**src/design/acm_ram.sv**
```systemverilog
// generic single-port-write, one-read synchronous ram with registered read
`default_nettype none
module acm_ram #(
    parameter int WIDTH = 8,
    parameter int DEPTH = 16
) (
    input  wire logic                     clk,
    input  wire logic                     we,
    input  wire logic [$clog2(DEPTH)-1:0] waddr,
    input  wire logic [WIDTH-1:0]         wdata,
    input  wire logic [$clog2(DEPTH)-1:0] raddr,
    output logic      [WIDTH-1:0]         rdata
);
    logic [WIDTH-1:0] mem [DEPTH];

    // write port and registered read port
    always_ff @(posedge clk)
    begin
        if (we)
        begin
            mem[waddr] <= wdata;
        end
        rdata <= mem[raddr];
    end
endmodule
`default_nettype wire

```
**config.mk**
```make
export PLATFORM = sky130hd
export DESIGN_NAME = acm_ram
export DESIGN_NICKNAME = d
export VERILOG_FILES = /design/src/design/acm_ram.sv
export SDC_FILE = /design/constraint.sdc
export NUM_CORES = 1
export LEC_CHECK = 0
export ABC_AREA = 1
export BUFFER_PORTS_ARGS = -buffer_cell sky130_fd_sc_hd__buf_2
export CORE_MARGIN = 4
export CORE_UTILIZATION = 59
export CTS_CLUSTER_SIZE = 25
export DETAILED_ROUTE_END_ITERATION = 12
export GPL_TIMING_DRIVEN = 0
export MAX_ROUTING_LAYER = met4
export PLACE_DENSITY_LB_ADDON = 0.2
export SYNTH_ARGS = -nofsm -noshare
export SYNTH_HDL_FRONTEND = slang
export SYNTH_SLANG_ARGS = --single-unit
```
**constraint.sdc**
```tcl
create_clock -name clk -period 2.6 [get_ports clk]
set_clock_uncertainty 0.2 [all_clocks]
set_input_delay 0.26 -clock clk [delete_from_list [all_inputs] [get_ports clk]]
set_output_delay 0.26 -clock clk [all_outputs]
set_load 0.01 [all_outputs]
```
==> results.sh <==
export IMPL_status="finished clean"
export IMPL_slowest_delay_ns=0.53
export IMPL_fin_crit_sh=0.620
export IMPL_drv_cap=0
export IMPL_cts_buffers=17
export IMPL_synth_warnings=0
export IMPL_synth_cells=551
export IMPL_critPathTopFamily="buffers and inverters"
export IMPL_crit_top_cell="nand3_1"
export IMPL_clockBufferDepth=2
export IMPL_ctsHoldBuffers=10
export IMPL_antenna_cells=0
export IMPL_ant_nets=0
export IMPL_std_cell_rows=35
export IMPL_post_cts_buffers=0
export IMPL_fin_crit_ns=1.61
export IMPL_crit_arrival_ns=1.82
export IMPL_nFillCells=689
export IMPL_drv_slew=0
export IMPL_critical_path_class="primary input to flop"
export IMPL_max_freq_mhz=621
export IMPL_drc=0
export IMPL_portBuffers=22
export IMPL_seq_area_um2=4000
export IMPL_cts_tree="done"
export IMPL_maxSlewHeadroom=0.390
export IMPL_critPathMaxFanout=10
export IMPL_cts_clk_slew_worst_paths_ns=0.06
export IMPL_grt_overflow=0
export IMPL_clock_root_buffer="clkbuf_8"
export IMPL_crit_path_start_kind="primary input"
export IMPL_slowest_stage="dlygate4sd3_1"
export IMPL_setup_tns_ns=0
export IMPL_yosysUniqueCellTypes=12
export IMPL_area_growth_pct=16.5
export IMPL_synth_nets=569
export IMPL_power_density_nw_per_um2=765
export IMPL_first_global_vias=3840
export IMPL_io_pins=26
export IMPL_dp_slack_ns=0.673
export IMPL_cts_sinks=136
export IMPL_antenna_found_initial=0
export IMPL_place_area_um2=6040
export IMPL_drt_first_pass_iters=7
export IMPL_place_congestion=0.899
export IMPL_end_kind="flop"
export IMPL_start_util=0.615
export IMPL_ir_worst_vdd_mv=0.487
export IMPL_vias=4025
export IMPL_cts_resized=0
export IMPL_die_area_um2=11400
export IMPL_hp_class="primary input to flop"
export IMPL_htreeDepth=4
export IMPL_grt_setup_unrepaired="no"
export IMPL_fin_nets=620
export IMPL_grt_max_degree=17
export IMPL_drt_iter0_drc=389
export IMPL_netlist_area_um2=5770
export IMPL_ys_ff_latch=136
export IMPL_core_area_um2=9370
export IMPL_yosysSeqAreaShare=0.694
export IMPL_cp_required_ns=2.81
export IMPL_path_cells="dlygate4sd3_1, buf_2, inv_1, buf_4, nand3_1, nand3_1, nand2_1"
export IMPL_tightest_slew_ns=0.912
export IMPL_multi_input_area_um2=1210
export IMPL_wl_per_cell_um=18.4
export IMPL_setup_viol=0
export IMPL_drt_wl_total_um=13700
export IMPL_reg2reg_setup_slack_ns=1.37
export IMPL_clock_latency_ns=0.53
export IMPL_p_leak_nw=2.92
export IMPL_track_usage=0.265
export IMPL_grt_pass1_wl_um=21300
export IMPL_hold_viol=0
export IMPL_dp_final_hpwl_um=8630
export IMPL_vias_per_cell=5.41
export IMPL_worst_slack_ns=0.989
export IMPL_postSynthAreaPerCell_um2=10.5
export IMPL_path_buf_inv=4
export IMPL_fin_util=0.717
export IMPL_layout_drive_gt1_share=0.127
export IMPL_dieWidth_um=107
export IMPL_die_h_um=107
export IMPL_final_area_um2=6720
[power by group]
group	internal [mW]	switching (mW)	leakage, nW
Combinational	0.104	0.232	1.43
Clock	1.38	0.956	0.272
Sequential	2.45	0.0120	1.22
[final cells by class]
type / count / area share
buffer: 24 / 0.0248
clock buffer: 17 / 0.0616
clock inverter: 15 / 0.0248
inverter: 102 / 0.0570
multi-input combinational: 289 / 0.181
sequential: 136 / 0.596
tap: 129 / 0.0240
timing repair buffer: 32 / 0.0313
[logic make-up (layout without fill, tap and decap cells)]
group	count (synthesis)	after routing	share of synthesized area
buffers and inverters	126	190	0.0952
and+or+nand+nor	289	289	0.210
DFF	136	136	0.694
[path summary, 6_finish.rpt]
| kind | from | to | cells after the start |
|---|---|---|---|
| min reg2reg | mem[10][6] | rdata[6] | 6 |
| max | raddr[2] | rdata[5] | 7 |
| min | raddr[1] | rdata[1] | 5 |
| max reg2reg | mem[14][0] | rdata[0] | 6 |
[per-layer routing]
layer / global-route usage / up-vias / share of wire
li1: - / 1878 / -
met2: 0.399 / 272 / 0.47
met5: - / - / 0
met1: 0.369 / 1860 / 0.41
met4: 0.0767 / 0 / 0.014
met3: 0.0578 / 15 / 0.11
[synthesized netlist by cell type]
| master | count | share of area |
|---|---|---|
| buf_1 | 1 | 0.00065 |
| buf_2 | 13 | 0.011 |
| buf_4 | 4 | 0.0052 |
| buf_6 | 6 | 0.012 |
| dfxtp_1 | 8 | 0.028 |
| edfxtp_1 | 128 | 0.67 |
| inv_1 | 100 | 0.065 |
| inv_2 | 2 | 0.0013 |
| nand2_1 | 173 | 0.11 |
| nand3_1 | 97 | 0.084 |
| nand3b_1 | 2 | 0.0026 |
| nor2_1 | 17 | 0.011 |
[per-stage QoR]
step | power, mW | instances | hold WS [ns]
final | 5.14 | 744 | 0.0362
after global routing | 5.30 | 744 | 0.0842
after CTS | 5.14 | 744 | 0.0201
after detailed placement | 2.82 | 702 | 0.457
after global placement | 2.82 | 702 | 0.454
after floorplan | 2.69 | 551 | 0.159
[flip-flops by register name, indices dropped and copies added, names as in the netlist]
signal  flops
rdata       8
mem       128
[worst register-to-register path, cell delays in order, from the launching register on]
cell and delay, ns:
edfxtp_1 0.36, inv_1 0.08, nand2_1 0.06, nand3_1 0.09
nand3_1 0.11, nand3_1 0.16, nand2_1 0.06
[layout by cell type, fill, tap and decap left out]
cell,count
clkinvlp_4,4
buf_6,6
bufinv_16,2
inv_1,100
buf_4,4
inv_8,1
nand3_1,97
nand3b_1,2
clkinv_1,1
inv_2,2
dlygate4sd3_1,10
nor2_1,17
clkinv_4,2
clkbuf_16,16
inv_6,5
nand2_1,173
dfxtp_1,8
clkbuf_8,1
buf_1,1
edfxtp_1,128
buf_2,35
No activity file was read; power rests on OpenSTA's default activity.
